$ cat config.mk
export PLATFORM = sky130hd
export DESIGN_NAME = nonpreemptive_priority_scheduler
export DESIGN_NICKNAME = d
export VERILOG_FILES = /design/src/hdl/nps_pkg.sv /design/src/hdl/nps_job_store.sv /design/src/hdl/nps_select_unit.sv /design/src/hdl/nonpreemptive_priority_scheduler.sv
export SDC_FILE = /design/constraint.sdc
export NUM_CORES = 1
export LEC_CHECK = 0
export BUFFER_PORTS_ARGS = -buffer_cell sky130_fd_sc_hd__buf_2
export CORE_UTILIZATION = 51
export CTS_CLUSTER_DIAMETER = 80
export CTS_CLUSTER_SIZE = 16
export DETAILED_ROUTE_END_ITERATION = 10
export GPL_TIMING_DRIVEN = 0
export PLACE_DENSITY = 0.73
export SYNTH_ARGS = -nofsm -noshare
export SYNTH_HDL_FRONTEND = slang
export SYNTH_SLANG_ARGS = --single-unit
$ cat constraint.sdc
create_clock -name clk -period 7.4 [get_ports clk]
set_input_delay 0.74 -clock clk [delete_from_list [all_inputs] [get_ports clk]]
set_output_delay 0.74 -clock clk [all_outputs]
set_load 0.005 [all_outputs]
$ cat src/hdl/nps_pkg.sv
// Package for the non-preemptive priority scheduler.
// Holds the item types of both channels, the field widths and the selection flags.
// No dependencies.
`default_nettype none

package nps_pkg;

  localparam int IN_TIME_W = 16;
  localparam int PRI_W     = 8;
  localparam int JOBNUM_W  = 5;
  localparam int OUT_TIME_W = 21;
  localparam int SUM_W     = 25;

  typedef struct packed {
    logic [IN_TIME_W-1:0] arrival_time;
    logic [IN_TIME_W-1:0] burst_time;
    logic [PRI_W-1:0]     job_priority;
    logic                 last_item;
  } job_item_t;

  typedef struct packed {
    logic [JOBNUM_W-1:0]   job_number;
    logic [OUT_TIME_W-1:0] wait_time;
    logic [OUT_TIME_W-1:0] turnaround;
    logic [SUM_W-1:0]      total_wait;
    logic [SUM_W-1:0]      total_turnaround;
    logic                  last_result;
  } result_item_t;

  typedef struct packed {
    logic ready_wins;
    logic early_wins;
  } sel_flags_t;

endpackage

`default_nettype wire

$ cat src/hdl/nps_job_store.sv
// Job table memory: one write port for loading, one registered read port for scanning.
// No dependencies.
`default_nettype none

module nps_job_store #(
  parameter int DEPTH = 16,
  parameter int WIDTH = 40
) (
  input  wire logic                     clk,
  input  wire logic                     wr_en,
  input  wire logic [$clog2(DEPTH)-1:0] wr_addr,
  input  wire logic [WIDTH-1:0]         wr_data,
  input  wire logic [$clog2(DEPTH)-1:0] rd_addr,
  output logic      [WIDTH-1:0]         rd_data
);

  logic [WIDTH-1:0] mem [DEPTH];

  always_ff @(posedge clk) begin
    if (wr_en) begin
      mem[wr_addr] <= wr_data;
    end
    rd_data <= mem[rd_addr];
  end

endmodule

`default_nettype wire

$ cat src/hdl/nps_select_unit.sv
// Shared compare unit: tests one scanned job against the best ready job and the
// best earliest-arriving job found so far. Depends on nps_pkg.
`default_nettype none

module nps_select_unit import nps_pkg::*; #(
  parameter int TIME_WIDTH = 16,
  parameter int CLK_W      = 25
) (
  input  wire logic                  cand_live,
  input  wire logic [TIME_WIDTH-1:0] cand_arr,
  input  wire logic [PRI_W-1:0]      cand_pri,
  input  wire logic [CLK_W-1:0]      sim_clock,
  input  wire logic                  rb_vld,
  input  wire logic [TIME_WIDTH-1:0] rb_arr,
  input  wire logic [PRI_W-1:0]      rb_pri,
  input  wire logic                  eb_vld,
  input  wire logic [TIME_WIDTH-1:0] eb_arr,
  input  wire logic [PRI_W-1:0]      eb_pri,
  output sel_flags_t                 flags
);

  logic is_ready;
  logic beats_ready;
  logic beats_early;

  always_comb begin
    is_ready    = CLK_W'(cand_arr) <= sim_clock;
    beats_ready = (cand_pri < rb_pri) || ((cand_pri == rb_pri) && (cand_arr < rb_arr));
    beats_early = (cand_arr < eb_arr) || ((cand_arr == eb_arr) && (cand_pri < eb_pri));
    flags.ready_wins = cand_live && is_ready && (!rb_vld || beats_ready);
    flags.early_wins = cand_live && (!eb_vld || beats_early);
  end

endmodule

`default_nettype wire

$ cat src/hdl/nonpreemptive_priority_scheduler.sv
// Non-preemptive priority scheduler, top level. Depends on nps_pkg, nps_job_store, nps_select_unit.
// While loading, job_ready stays high, so jobs can be taken back to back. After the final job,
// each dispatch scans the n loaded jobs through the single table read port, then passes the
// drain and commit states; the next scan starts once the offered result is taken.
// No job is taken while a set is being dispatched. Reset empties the table; the
// stored job fields stay undefined until written.
`default_nettype none

module nonpreemptive_priority_scheduler import nps_pkg::*; #(
  parameter int MAX_PROCS  = 16,
  parameter int TIME_WIDTH = 16
) (
  input  wire logic   clk,
  input  wire logic   rst,
  input  wire logic   job_valid,
  output logic        job_ready,
  input  wire job_item_t job,
  output logic        result_valid,
  input  wire logic   result_ready,
  output result_item_t result
);

  localparam int IDX_W  = $clog2(MAX_PROCS);
  localparam int CNT_W  = $clog2(MAX_PROCS + 1);
  localparam int ROW_W  = 2 * TIME_WIDTH + PRI_W;
  localparam int WIDE_W = TIME_WIDTH + IDX_W + 1;
  localparam int CLK_W  = (WIDE_W > SUM_W) ? WIDE_W : SUM_W;

  typedef enum logic [2:0] {
    S_LOAD,
    S_SCAN,
    S_DRAIN,
    S_COMMIT,
    S_OUT
  } state_t;

  state_t                state;
  logic [CNT_W-1:0]      count;
  logic [CNT_W-1:0]      emit_cnt;
  logic [IDX_W-1:0]      scan_idx;
  logic                  rd_vld;
  logic [IDX_W-1:0]      rd_idx;
  logic                  done_marks [MAX_PROCS];
  logic [CLK_W-1:0]      sim_clock;
  logic [SUM_W-1:0]      wait_sum;
  logic [SUM_W-1:0]      tat_sum;

  logic                  rb_vld;
  logic [IDX_W-1:0]      rb_idx;
  logic [TIME_WIDTH-1:0] rb_arr;
  logic [TIME_WIDTH-1:0] rb_bur;
  logic [PRI_W-1:0]      rb_pri;
  logic                  eb_vld;
  logic [IDX_W-1:0]      eb_idx;
  logic [TIME_WIDTH-1:0] eb_arr;
  logic [TIME_WIDTH-1:0] eb_bur;
  logic [PRI_W-1:0]      eb_pri;

  logic                  wr_en;
  logic [ROW_W-1:0]      wr_data;
  logic [ROW_W-1:0]      rd_data;
  logic [TIME_WIDTH-1:0] rd_arr;
  logic [TIME_WIDTH-1:0] rd_bur;
  logic [PRI_W-1:0]      rd_pri;
  logic                  cand_live;
  sel_flags_t            flags;

  logic                  load_end;
  logic                  scan_last;
  logic [IDX_W-1:0]      pick_idx;
  logic [TIME_WIDTH-1:0] pick_arr;
  logic [TIME_WIDTH-1:0] pick_bur;
  logic [CLK_W-1:0]      clk_eff;
  logic [SUM_W-1:0]      w25;
  logic [SUM_W-1:0]      t25;
  logic [SUM_W-1:0]      wait_sum_next;
  logic [SUM_W-1:0]      tat_sum_next;
  logic                  is_last;

  assign job_ready = (state == S_LOAD);
  assign wr_en     = job_valid && job_ready;
  assign wr_data   = {TIME_WIDTH'(32'(job.arrival_time)), TIME_WIDTH'(32'(job.burst_time)),
                      job.job_priority};
  assign load_end  = job.last_item || (count == CNT_W'(MAX_PROCS - 1));
  assign scan_last = (scan_idx == IDX_W'(count - CNT_W'(1)));

  assign rd_arr    = rd_data[ROW_W-1 -: TIME_WIDTH];
  assign rd_bur    = rd_data[PRI_W +: TIME_WIDTH];
  assign rd_pri    = rd_data[PRI_W-1:0];
  assign cand_live = rd_vld && !done_marks[rd_idx];

  nps_job_store #(
    .DEPTH(MAX_PROCS),
    .WIDTH(ROW_W)
  ) u_store (
    .clk     (clk),
    .wr_en   (wr_en),
    .wr_addr (count[IDX_W-1:0]),
    .wr_data (wr_data),
    .rd_addr (scan_idx),
    .rd_data (rd_data)
  );

  nps_select_unit #(
    .TIME_WIDTH(TIME_WIDTH),
    .CLK_W     (CLK_W)
  ) u_select (
    .cand_live (cand_live),
    .cand_arr  (rd_arr),
    .cand_pri  (rd_pri),
    .sim_clock (sim_clock),
    .rb_vld    (rb_vld),
    .rb_arr    (rb_arr),
    .rb_pri    (rb_pri),
    .eb_vld    (eb_vld),
    .eb_arr    (eb_arr),
    .eb_pri    (eb_pri),
    .flags     (flags)
  );

  always_comb begin
    pick_idx      = rb_vld ? rb_idx : eb_idx;
    pick_arr      = rb_vld ? rb_arr : eb_arr;
    pick_bur      = rb_vld ? rb_bur : eb_bur;
    clk_eff       = rb_vld ? sim_clock : CLK_W'(eb_arr);
    w25           = SUM_W'(clk_eff - CLK_W'(pick_arr));
    t25           = w25 + SUM_W'(pick_bur);
    wait_sum_next = wait_sum + w25;
    tat_sum_next  = tat_sum + t25;
    is_last       = (CNT_W'(emit_cnt + CNT_W'(1)) == count);
  end

  always_ff @(posedge clk) begin
    if (rst) begin
      state        <= S_LOAD;
      count        <= '0;
      emit_cnt     <= '0;
      scan_idx     <= '0;
      rd_vld       <= 1'b0;
      rb_vld       <= 1'b0;
      eb_vld       <= 1'b0;
      result_valid <= 1'b0;
      sim_clock    <= '0;
      wait_sum     <= '0;
      tat_sum      <= '0;
      for (int i = 0; i < MAX_PROCS; i++) begin
        done_marks[i] <= 1'b0;
      end
    end else begin
      rd_vld <= (state == S_SCAN);
      rd_idx <= scan_idx;

      if (flags.ready_wins) begin
        rb_vld <= 1'b1;
        rb_idx <= rd_idx;
        rb_arr <= rd_arr;
        rb_bur <= rd_bur;
        rb_pri <= rd_pri;
      end
      if (flags.early_wins) begin
        eb_vld <= 1'b1;
        eb_idx <= rd_idx;
        eb_arr <= rd_arr;
        eb_bur <= rd_bur;
        eb_pri <= rd_pri;
      end

      case (state)
        S_LOAD: begin
          if (wr_en) begin
            done_marks[count[IDX_W-1:0]] <= 1'b0;
            count <= CNT_W'(count + CNT_W'(1));
            if (load_end) begin
              state     <= S_SCAN;
              scan_idx  <= '0;
              emit_cnt  <= '0;
              sim_clock <= '0;
              wait_sum  <= '0;
              tat_sum   <= '0;
              rb_vld    <= 1'b0;
              eb_vld    <= 1'b0;
            end
          end
        end
        S_SCAN: begin
          if (scan_last) begin
            state <= S_DRAIN;
          end else begin
            scan_idx <= IDX_W'(scan_idx + IDX_W'(1));
          end
        end
        S_DRAIN: begin
          state <= S_COMMIT;
        end
        S_COMMIT: begin
          sim_clock                   <= clk_eff + CLK_W'(pick_bur);
          wait_sum                    <= wait_sum_next;
          tat_sum                     <= tat_sum_next;
          done_marks[pick_idx]        <= 1'b1;
          result.job_number           <= JOBNUM_W'(32'(pick_idx) + 32'd1);
          result.wait_time            <= OUT_TIME_W'(w25);
          result.turnaround           <= OUT_TIME_W'(t25);
          result.total_wait           <= is_last ? wait_sum_next : '0;
          result.total_turnaround     <= is_last ? tat_sum_next : '0;
          result.last_result          <= is_last;
          result_valid                <= 1'b1;
          state                       <= S_OUT;
        end
        S_OUT: begin
          if (result_ready) begin
            result_valid <= 1'b0;
            if (result.last_result) begin
              state <= S_LOAD;
              count <= '0;
              for (int i = 0; i < MAX_PROCS; i++) begin
                done_marks[i] <= 1'b0;
              end
            end else begin
              state    <= S_SCAN;
              emit_cnt <= CNT_W'(emit_cnt + CNT_W'(1));
              scan_idx <= '0;
              rb_vld   <= 1'b0;
              eb_vld   <= 1'b0;
            end
          end
        end
        default: begin
          state <= S_LOAD;
        end
      endcase
    end
  end

  a_no_load_during_output: assert property (@(posedge clk) disable iff (rst)
    result_valid |-> !job_ready)
    else $error("job accepted while a result is pending");

  a_count_in_range: assert property (@(posedge clk) disable iff (rst)
    count <= CNT_W'(MAX_PROCS))
    else $error("job count beyond table size");

  a_commit_has_pick: assert property (@(posedge clk) disable iff (rst)
    (state == S_COMMIT) |-> (rb_vld || eb_vld))
    else $error("dispatch without a selected job");

  a_set_done_empties: assert property (@(posedge clk) disable iff (rst)
    (result_valid && result_ready && result.last_result) |=> (job_ready && count == '0))
    else $error("table not emptied after final result");

endmodule

`default_nettype wire

---- After elaboration in Yosys (flattened, before gate mapping) ----
Memories as Yosys holds them, arrays and structs flattened. A register that Yosys moved wholly into a read port is not among the register bits.
Cells that the tools add are included.
word-level totals
  memories ................................ 2
  register bits after elaboration ......... 286
  logic and storage cells ................. 189
  output and inout bits ................... 100
  RAM bits ................................ 656
  input port bits ......................... 45
memory list
  memory       depth  width  rd ports  clocked after memory_dff  write ports  RTL line                                source
  u_store.mem  16     40     1         1                         1            nps_job_store.sv:17                     logic [WIDTH-1:0] mem [DEPTH];
  done_marks   16     1      1         1                         16           nonpreemptive_priority_scheduler.sv:43  logic done_marks [MAX_PROCS];
cells by class
  multiplexer cells ....................... 82
  reductions and logical operators ........ 31
  bitwise operators ....................... 17
  $lt $le $gt $ge ......................... 5
  add/sub/neg operators ................... 10
  eq/ne operators ......................... 16
operators by type and width
  kind                                                           number
  25-bit case mux with 2 select lines                            3
  25-bit 2-to-1 mux                                              3
  25-bit by 16-bit adder with 25-bit output                      2
  25-bit adder                                                   2
  1-bit 2-to-1 mux                                               47
  4-bit 2-to-1 mux                                               9
  5-bit 2-to-1 mux                                               7
  16-bit less-than comparator                                    2
  16-bit 2-to-1 mux                                              2
  16-bit by 25-bit less-or-equal comparator with 1-bit output    1
  25-bit by 16-bit subtractor with 25-bit output                 1
  5-bit case mux with 2 select lines                             2
  16-bit equality test                                           1
  8-bit less-than comparator                                     2
  1-bit bitwise OR                                               16
  3-bit case mux with 5 select lines                             1
  3-bit 2-to-1 mux                                               4
  4-bit case mux with 3 select lines                             1
  5-bit by 1-bit adder with 5-bit output, second input constant  2
  2-bit != test, second input constant                           5
  8-bit equality test                                            1
  2-bit AND reduction                                            4
  4-bit AND reduction                                            2
  1-bit logical AND                                              7
  other kinds (21)                                               34

---- Logic depth before layout (Yosys ltp) ----
Gate-level depths: netlist of run 1.
  depth in word-level cells ............... 9
  mapped depth ............................ 36
  gate-level depth less buffers ........... 31

---- By module ----
From an unflattened synthesis of run 1, not the netlist that was laid out.
unflattened totals
  cells, all modules ...................... 2,765
  area, all modules ....................... 42,898.6 µm²
by module, submodules not included
  module                            instances  sequential area each (µm²)  cells each  area each (µm²)
  nps_job_store                     1          20,019.2                    1,040       25,131.6
  nonpreemptive_priority_scheduler  1          8,187.9                     1,499       16,139.2
  nps_select_unit                   1          0.0                         226         1,627.8

---- Worst setup path after synthesis of run 1 ----
Ideal clock, no wire load.
  path kind ............................... register to register
  from .................................... register rb_vld
  to ...................................... register result[25] (netlist name), data pin
  setup slack ............................. -0.564 ns
  arrival time ............................ 7.703 ns
  setup time .............................. 0.260 ns
  period minus slack after synthesis ...... 7.964 ns
  buffers on the path ..................... 5
  cell stages (with the launch flop) ...... 36
  required time ........................... 7.140 ns
  path through ............................ dfxtp_1 clkbuf_1 clkbuf_1 clkbuf_1 clkbuf_1 clkbuf_1 mux2i_1 ha_1 nor2b_1 o31a_1 nor2_1 nor2_1 nor2_1 xnor2_1 ha_1 o21a_1 o21ai_0 nand2b_1 a41oi_1 o211ai_1 a31oi_1 nor2_1 a2111oi_0 nor2_1 xnor2_1 ha_1 a21o_1 a21o_1 a21oi_1 nor2_1 nor2_1 o31a_1 xnor2_1 or3_1 and2_4 mux2_4
between the ends
  longest elaborated chain between the ends .. 4
  elaborated cells on any way between the ends .. 6
  those cells by class .................... add/sub (3); mux (3)
RTL lines
  what                                                    RTL line                                                                          source
  from (decl)                                             nonpreemptive_priority_scheduler.sv:48                                            logic rb_vld;
  from (signal assigned)                                  nonpreemptive_priority_scheduler.sv:140                                           rb_vld <= 1'b0;
  from (signal assigned)                                  nonpreemptive_priority_scheduler.sv:154                                           rb_vld <= 1'b1;
  from (signal assigned)                                  nonpreemptive_priority_scheduler.sv:180                                           rb_vld <= 1'b0;
  25-bit 2-to-1 mux or 16-bit 2-to-1 mux (tied branches)  nonpreemptive_priority_scheduler.sv:125, nonpreemptive_priority_scheduler.sv:123
  25-bit by 16-bit subtractor with 25-bit output *        nonpreemptive_priority_scheduler.sv:126                                           w25 = SUM_W'(clk_eff - CLK_W'(pick_arr));
  named net w25[5]                                        nonpreemptive_priority_scheduler.sv:74                                            logic [SUM_W-1:0] w25;
  25-bit by 16-bit adder with 25-bit output *             nonpreemptive_priority_scheduler.sv:127                                           t25 = w25 + SUM_W'(pick_bur);
  named net t25[19]                                       nonpreemptive_priority_scheduler.sv:75                                            logic [SUM_W-1:0] t25;
  25-bit adder *                                          nonpreemptive_priority_scheduler.sv:129                                           tat_sum_next = tat_sum + t25;
  to (decl)                                               nonpreemptive_priority_scheduler.sv:20                                            output result_item_t result
The timed path passes the listed nets; every way through them passes the cells marked *.
A chain may end at the register's enable or synchronous reset.

---- Final worst setup path of run 1 ----
  from .................................... register rb_vld
  to ...................................... register result[25] (netlist name), data pin
between the ends
  longest elaborated chain between the ends .. 4
  elaborated cells on any way between the ends .. 6
  those cells by class .................... add/sub (3); mux (3)
RTL lines
  what                                                    RTL line
  25-bit 2-to-1 mux or 16-bit 2-to-1 mux (tied branches)  nonpreemptive_priority_scheduler.sv:125, nonpreemptive_priority_scheduler.sv:123
  25-bit by 16-bit subtractor with 25-bit output *        nonpreemptive_priority_scheduler.sv:126
  named net w25[5]                                        nonpreemptive_priority_scheduler.sv:74
  25-bit by 16-bit adder with 25-bit output *             nonpreemptive_priority_scheduler.sv:127
  25-bit adder *                                          nonpreemptive_priority_scheduler.sv:129
Marked as above.

==> impl_metrics.json, run 1 <==
{
  "clkPwrFrac_pct": 31.7,
  "grt_overflow_total": 0,
  "placed_cell_area_sq_mm": 0.0453,
  "gr-max-usage-layer": "met2",
  "slew_headroom_pct": 15.9,
  "clock_latency_ns": 0.65,
  "final_cell_mix": "edfxtp_1, mux4_2, ha_1, buf_2, dfxtp_1",
  "postCtsHoldBufs": 0,
  "synth_cell_types": 81,
  "dieArea_sq_mm": 0.0843,
  "core-area_sq_mm": 0.0821,
  "ir_worst_vdd_mv": 0.214,
  "ctsRootBufferMaster": "clkbuf_16",
  "nets": 3159,
  "use_met1_pct": 31.2,
  "path_class": "flop to flop",
  "wirelength_mm": 103,
  "crit_path_max_fanout": 19,
  "setup_viol": 0,
  "ys_warn_count": 0,
  "hp-class": "input pin to flop",
  "syn_nets": 2860,
  "cp-end-kind": "flop",
  "internal-power_uw": 8970,
  "min_period_ns": 7.07,
  "grt_max_degree": 46,
  "rows": 105,
  "use_met2_pct": 43.7,
  "crit_slowest_cell": "dfxtp_4",
  "ys_seq_area_share_pct": 66.6,
  "clkTransAtPathRegs_ns": 0.07,
  "grt_pass1_vias": 25049,
  "p_sw_share_pct": 25.9,
  "seq_power_share_pct": 52.6,
  "cp_slowest_stage_delay_ns": 0.44,
  "finalClockSkew_ns": 0.0436,
  "startpoint_type": "flop",
  "final_util_pct": 58.6,
  "status": "finished clean",
  "tightest_slew_ns": 1.26,
  "synth.cell_area_sq_mm": 0.0424,
  "grt_usage_pct": 24.6,
  "postRouteAntennaNets": 0,
  "wl_per_cell_microns": 25.4,
  "die_h_microns": 290,
  "crit_top_cell": "nor2_1",
  "clock-sinks": 986,
  "syn_to_final_growth_pct": 13.5,
  "drive_gt1_share_pct": 21.4,
  "drtIter0Drc": 2557,
  "layout_commonest_cell": "edfxtp_1",
  "drc": 0,
  "place_congestion": 0.917,
  "cts_buffers": 73,
  "initial_utilization_pct": 51.6,
  "via_count": 24626,
  "viasPerCell": 6.05,
  "portBuffers": 143,
  "synthCells": 2644,
  "hpwl_mm": 72.7,
  "ios": 145,
  "powerDensity_mw_per_mm2": 252,
  "switching_power_uw": 3130,
  "syn-mean-instance-area_sq_um": 16.0,
  "maxSlewViolCount": 0,
  "antenna_found_initial": 4,
  "worstPathArrival_ns": 7.47,
  "grt_pass1_wl_mm": 155,
  "synthArstFlopShare_pct": 0,
  "rsz0062_at_grt": "no",
  "pwr-share-comb_pct": 15.8,
  "cts_tree": "done",
  "fp.dieW_microns": 290,
  "synth-seq-cells": 986,
  "synth_enable_flop_cells": 846,
  "path_delay_family": "compound AO/OA/AOI/OAI gates",
  "ys.flop_type": "edfxtp_1",
  "drv_cap": 0,
  "cts_buffer_depth": 3,
  "fmax_mhz": 142,
  "leakage_uw": 0.0165,
  "first_pass_iters": 5,
  "crit_buf_inv": 3,
  "finalCritPeriodShare_pct": 95.5,
  "htree_levels": 3,
  "use_met3_pct": 3.47,
  "finalInstanceArea_sq_mm": 0.0481,
  "crit_required_ns": 7.80,
  "hold_violations": 0
}
## cell usage after synthesis (35+ instances only)
cell type    n  area [sq um]
a21oi_1    103           515
xor2_1      43           377
mux4_2     205          4620
ha_1       166          2080
inv_1      120           450
xnor2_1     71           622
clkbuf_1    71           267
nor2_1     140           526
nand2_1    125           469
a21o_1      48           360
edfxtp_1   846         25400
nor3_1      35           175
dfxtp_1    140          2800
o21ai_0    109           546
## flip-flops by register name (all words and copies together) (netlist names), 3 cells and up, named ones only
name and count:
rb_idx 4, wait_sum 25, rb_pri 8, emit_cnt 5, u_store.mem 640, state 3, scan_idx 4, result 98
u_store.rd_data 40, rb_bur 16, done_marks 16, eb_bur 16, count 5, eb_idx 4, rd_idx 4, rb_arr 16
eb_arr 16, eb_pri 8, tat_sum 25, sim_clock 25
## layer usage
layer / up-vias / routed length [microns]
met5: - / 41
met4: 6 / 3350
met3: 202 / 6330
met2: 980 / 53600
met1: 12532 / 40000
li1: 10906 / -
## worst paths after layout
| kind | start | to | slack (ns) | cells after the start |
|---|---|---|---|---|
| max | rb_vld | result[25] | 0.33 | 32 |
| min | result_ready | state[2] | 0.43 | 3 |
| max reg2reg | rb_vld | result[25] | 0.33 | 32 |
| min reg2reg | u_store.rd_data[17] | rb_bur[9] | 0.44 | 0 |
## power groups by stage
stage	combinational, uW	clock (uW)	sequential (uW)
2_1_floorplan	1210	0	6440
3_3_place_gp	1700	0	6490
3_5_place_dp	1790	0	6480
5_1_grt	2050	4080	6370
6_report	1910	3830	6360
4_1_cts	1870	3890	6360
## kinds of logic after synthesis
family / Yosys count / share of synthesized area (%)
AOI/OAI and AO/OA: 439 / 6.72
xor gates and xnor gates: 114 / 2.36
adders and majority gates: 173 / 5.18
buffers and inverters: 218 / 1.98
DFF: 986 / 66.6
muxes: 248 / 12.0
and+or+nand+nor: 466 / 5.24
## tightest hold or removal path: stages
cell and delay, ns:
buf_2 0.11, nand3b_1 0.10, a21oi_1 0.06
## through the flow
| stage | setup slack (ns) | TNS, ns | hold WS [ns] | std cells | total power (uW) |
|---|---|---|---|---|---|
| after floorplan | 0.0307 | 0 | 0.404 | 2644 | 7650 |
| after global placement | -2.78 | -630.99 | 0.411 | 3857 | 8190 |
| after detailed placement | -2.53 | -47.77 | 0.417 | 3921 | 8270 |
| after CTS | 0.00384 | 0 | 0.396 | 4065 | 12100 |
| after global routing | 0.0555 | 0 | 0.412 | 4071 | 12500 |
| final | 0.333 | 0 | 0.431 | 4072 | 12100 |
## what timing repair did
action,in CTS,in global routing
buffers inserted,11,8
pin swaps,15,9
gates resized for setup,69,19
setup endpoints to repair,57,11
## layout make-up
type | instances | area (sq um)
Antenna cell | 1 | 2.50
Buffer | 93 | 439
Clock buffer | 123 | 2050
Clock inverter | 10 | 158
Fill cell | 6095 | 34000
Inverter | 123 | 462
Multi-Input combinational cell | 1440 | 13800
Sequential cell | 986 | 28200
Tap cell | 1070 | 1340
Timing Repair Buffer | 226 | 1620
No activity file was read; power rests on OpenSTA's default activity.
==> run 2: changes to the inputs <==
CELL_PAD_IN_SITES_DETAIL_PLACEMENT = 0   (was unset)
CELL_PAD_IN_SITES_GLOBAL_PLACEMENT = 1   (was unset)
CORE_UTILIZATION = 48   (was 51)
PLACE_DENSITY = 0.79   (was 0.73)
==> impl_metrics.json, run 2 (synthesis gave the netlist of run 1 again) <==
{
  "clkPwrFrac_pct": 31.8,
  "grt_pass1_wl_mm": 156,
  "finalInstanceArea_sq_mm": 0.0482,
  "antenna_found_initial": 7,
  "maxSlewViolCount": 0,
  "reg_top3": "u_store.mem x640, result x98, u_store.rd_data x40",
  "cp_slowest_stage_delay_ns": 0.44,
  "layout_commonest_cell": "edfxtp_1",
  "worstPathArrival_ns": 7.51,
  "leakage_uw": 0.0165,
  "portBuffers": 143,
  "min_period_ns": 7.09,
  "fmax_mhz": 141,
  "htree_levels": 3,
  "viasPerCell": 5.87,
  "rows": 108,
  "hpwl_mm": 73.7,
  "worst_r2r_path_depth": 29,
  "r2r_slack_ns": 0.31,
  "clkTransAtPathRegs_ns": 0.08,
  "crit_required_ns": 7.82,
  "powerDensity_mw_per_mm2": 252,
  "nets": 3159,
  "regMostFlops": "u_store.mem",
  "hold_violations": 0,
  "drtIter0Drc": 2112,
  "grt_overflow_total": 0,
  "cp-end-kind": "flop",
  "tightest_slew_ns": 1.47,
  "grt_max_degree": 48,
  "grt_usage_pct": 23.4,
  "clock-sinks": 986,
  "cts_buffers": 74,
  "status": "finished clean",
  "ctsRootBufferMaster": "clkbuf_16",
  "ir_worst_vdd_mv": 0.227,
  "setup_viol": 0,
  "drc": 0,
  "r2r-start": "rb_vld",
  "drive_gt1_share_pct": 21.4,
  "largest_reg_flops": 640,
  "wirelength_mm": 105,
  "min_path_cells": 3,
  "finalCritPeriodShare_pct": 95.9,
  "dieArea_sq_mm": 0.0895,
  "postRouteAntennaNets": 0,
  "r2r-end": "result[25]",
  "finalClockSkew_ns": 0.0330,
  "holdWs_ns": 0.390,
  "clock_latency_ns": 0.67,
  "wl_per_cell_microns": 25.2,
  "pwr-share-comb_pct": 15.8,
  "fp.dieW_microns": 299,
  "first_pass_iters": 7,
  "cts_tree": "done",
  "hold_path_startpoint": "result_ready",
  "final_cell_mix": "edfxtp_1, mux4_2, ha_1, buf_2, dfxtp_1",
  "slew_headroom_pct": 1.54,
  "hp-class": "input pin to flop",
  "path_class": "flop to flop",
  "ios": 145,
  "total_power_uw": 12100,
  "seq_power_share_pct": 52.4,
  "via_count": 24402,
  "core-area_sq_mm": 0.0872,
  "initial_utilization_pct": 48.6,
  "crit_path_max_fanout": 19,
  "cts_buffer_depth": 3,
  "switching_power_uw": 3170,
  "die_h_microns": 299,
  "startpoint_type": "flop",
  "grt_pass1_vias": 24870,
  "drv_cap": 0,
  "place_congestion": 0.915,
  "crit_slowest_cell": "a2111oi_4",
  "internal-power_uw": 8970,
  "crit_top_cell": "nor2_1",
  "placed_cell_area_sq_mm": 0.0454,
  "syn_to_final_growth_pct": 13.8,
  "p_sw_share_pct": 26.1,
  "min_to": "state[2]",
  "final_util_pct": 55.3
}
## run 2: changes by cell type in the layout (fill, tap and decap cells not counted), sizes merged
cell / previous run / this run
buf: 252 / 250
clkinv: 9 / 11
clkbuf: 190 / 189
clkinvlp: 0 / 1
diode: 1 / 2
## run 2: power by group through the flow
stage / combinational, uW / clock, uW / sequential [uW]
6_report: 1920 / 3860 / 6360
5_1_grt: 2080 / 4130 / 6370
4_1_cts: 1870 / 3930 / 6360
3_5_place_dp: 1800 / 0 / 6480
3_3_place_gp: 1730 / 0 / 6500
2_1_floorplan: 1210 / 0 / 6440
## run 2: worst max-delay path by stage
stage | from | end | slack [ns]
4_1_cts | rb_vld | result[24] | 0.0009
3_3_place_gp | job_valid | u_store.mem[2][3] | -3.27
3_5_place_dp | rb_vld | result[24] | -2.17
6_report | rb_vld | result[25] | 0.31
2_1_floorplan | rb_vld | result[25] | 0.03
5_1_grt | rb_vld | result[25] | -0.01
## run 2: timing repair
item                                    4_1_cts  5_1_grt
buffers inserted                              7        9
hold buffers                                  0        0
pin swaps                                    12       21
endpoints found under the setup margin       42       12
resized for setup                            55       34
## run 2: final cells by class
| class | instances | area, sq um |
|---|---|---|
| Antenna cell | 2 | 5.00 |
| Clock buffer | 121 | 2030 |
| Clock inverter | 13 | 200 |
| Tap cell | 1155 | 1450 |
| Sequential cell | 986 | 28200 |
| Inverter | 123 | 462 |
| Timing Repair Buffer | 225 | 1610 |
| Buffer | 93 | 445 |
| Multi-Input combinational cell | 1440 | 13800 |
| Fill cell | 6770 | 38900 |
## run 2: through the flow
step / setup WS (ns) / TNS (ns) / cells
floorplan: 0.0307 / 0 / 2644
global route: -0.0104 / -0.0104 / 4157
detailed placement: -2.17 / -32.74 / 4008
global placement: -3.27 / -728.38 / 3942
CTS: 0.000919 / 0 / 4149
finish: 0.305 / 0 / 4158
## run 2: worst max-delay path, delay by kind of cell, from the launching register on
kind            cells  cell delay, ns
buf+inv             5            0.94
flops               1            0.39
mux                 2            0.56
simple gates        7            1.20
compound gates      9            2.05
xor+xnor            3            0.69
fa+ha+maj           3            0.98
## run 2: metal layers
metal / up-vias / global-route usage, % / routed length (microns)
met1: 12528 / 30.5 / 42400
li1: 10903 / - / -
met2: 792 / 40.5 / 53700
met4: 6 / 8.03 / 2940
met3: 173 / 3.12 / 5720
met5: - / 0 / 39
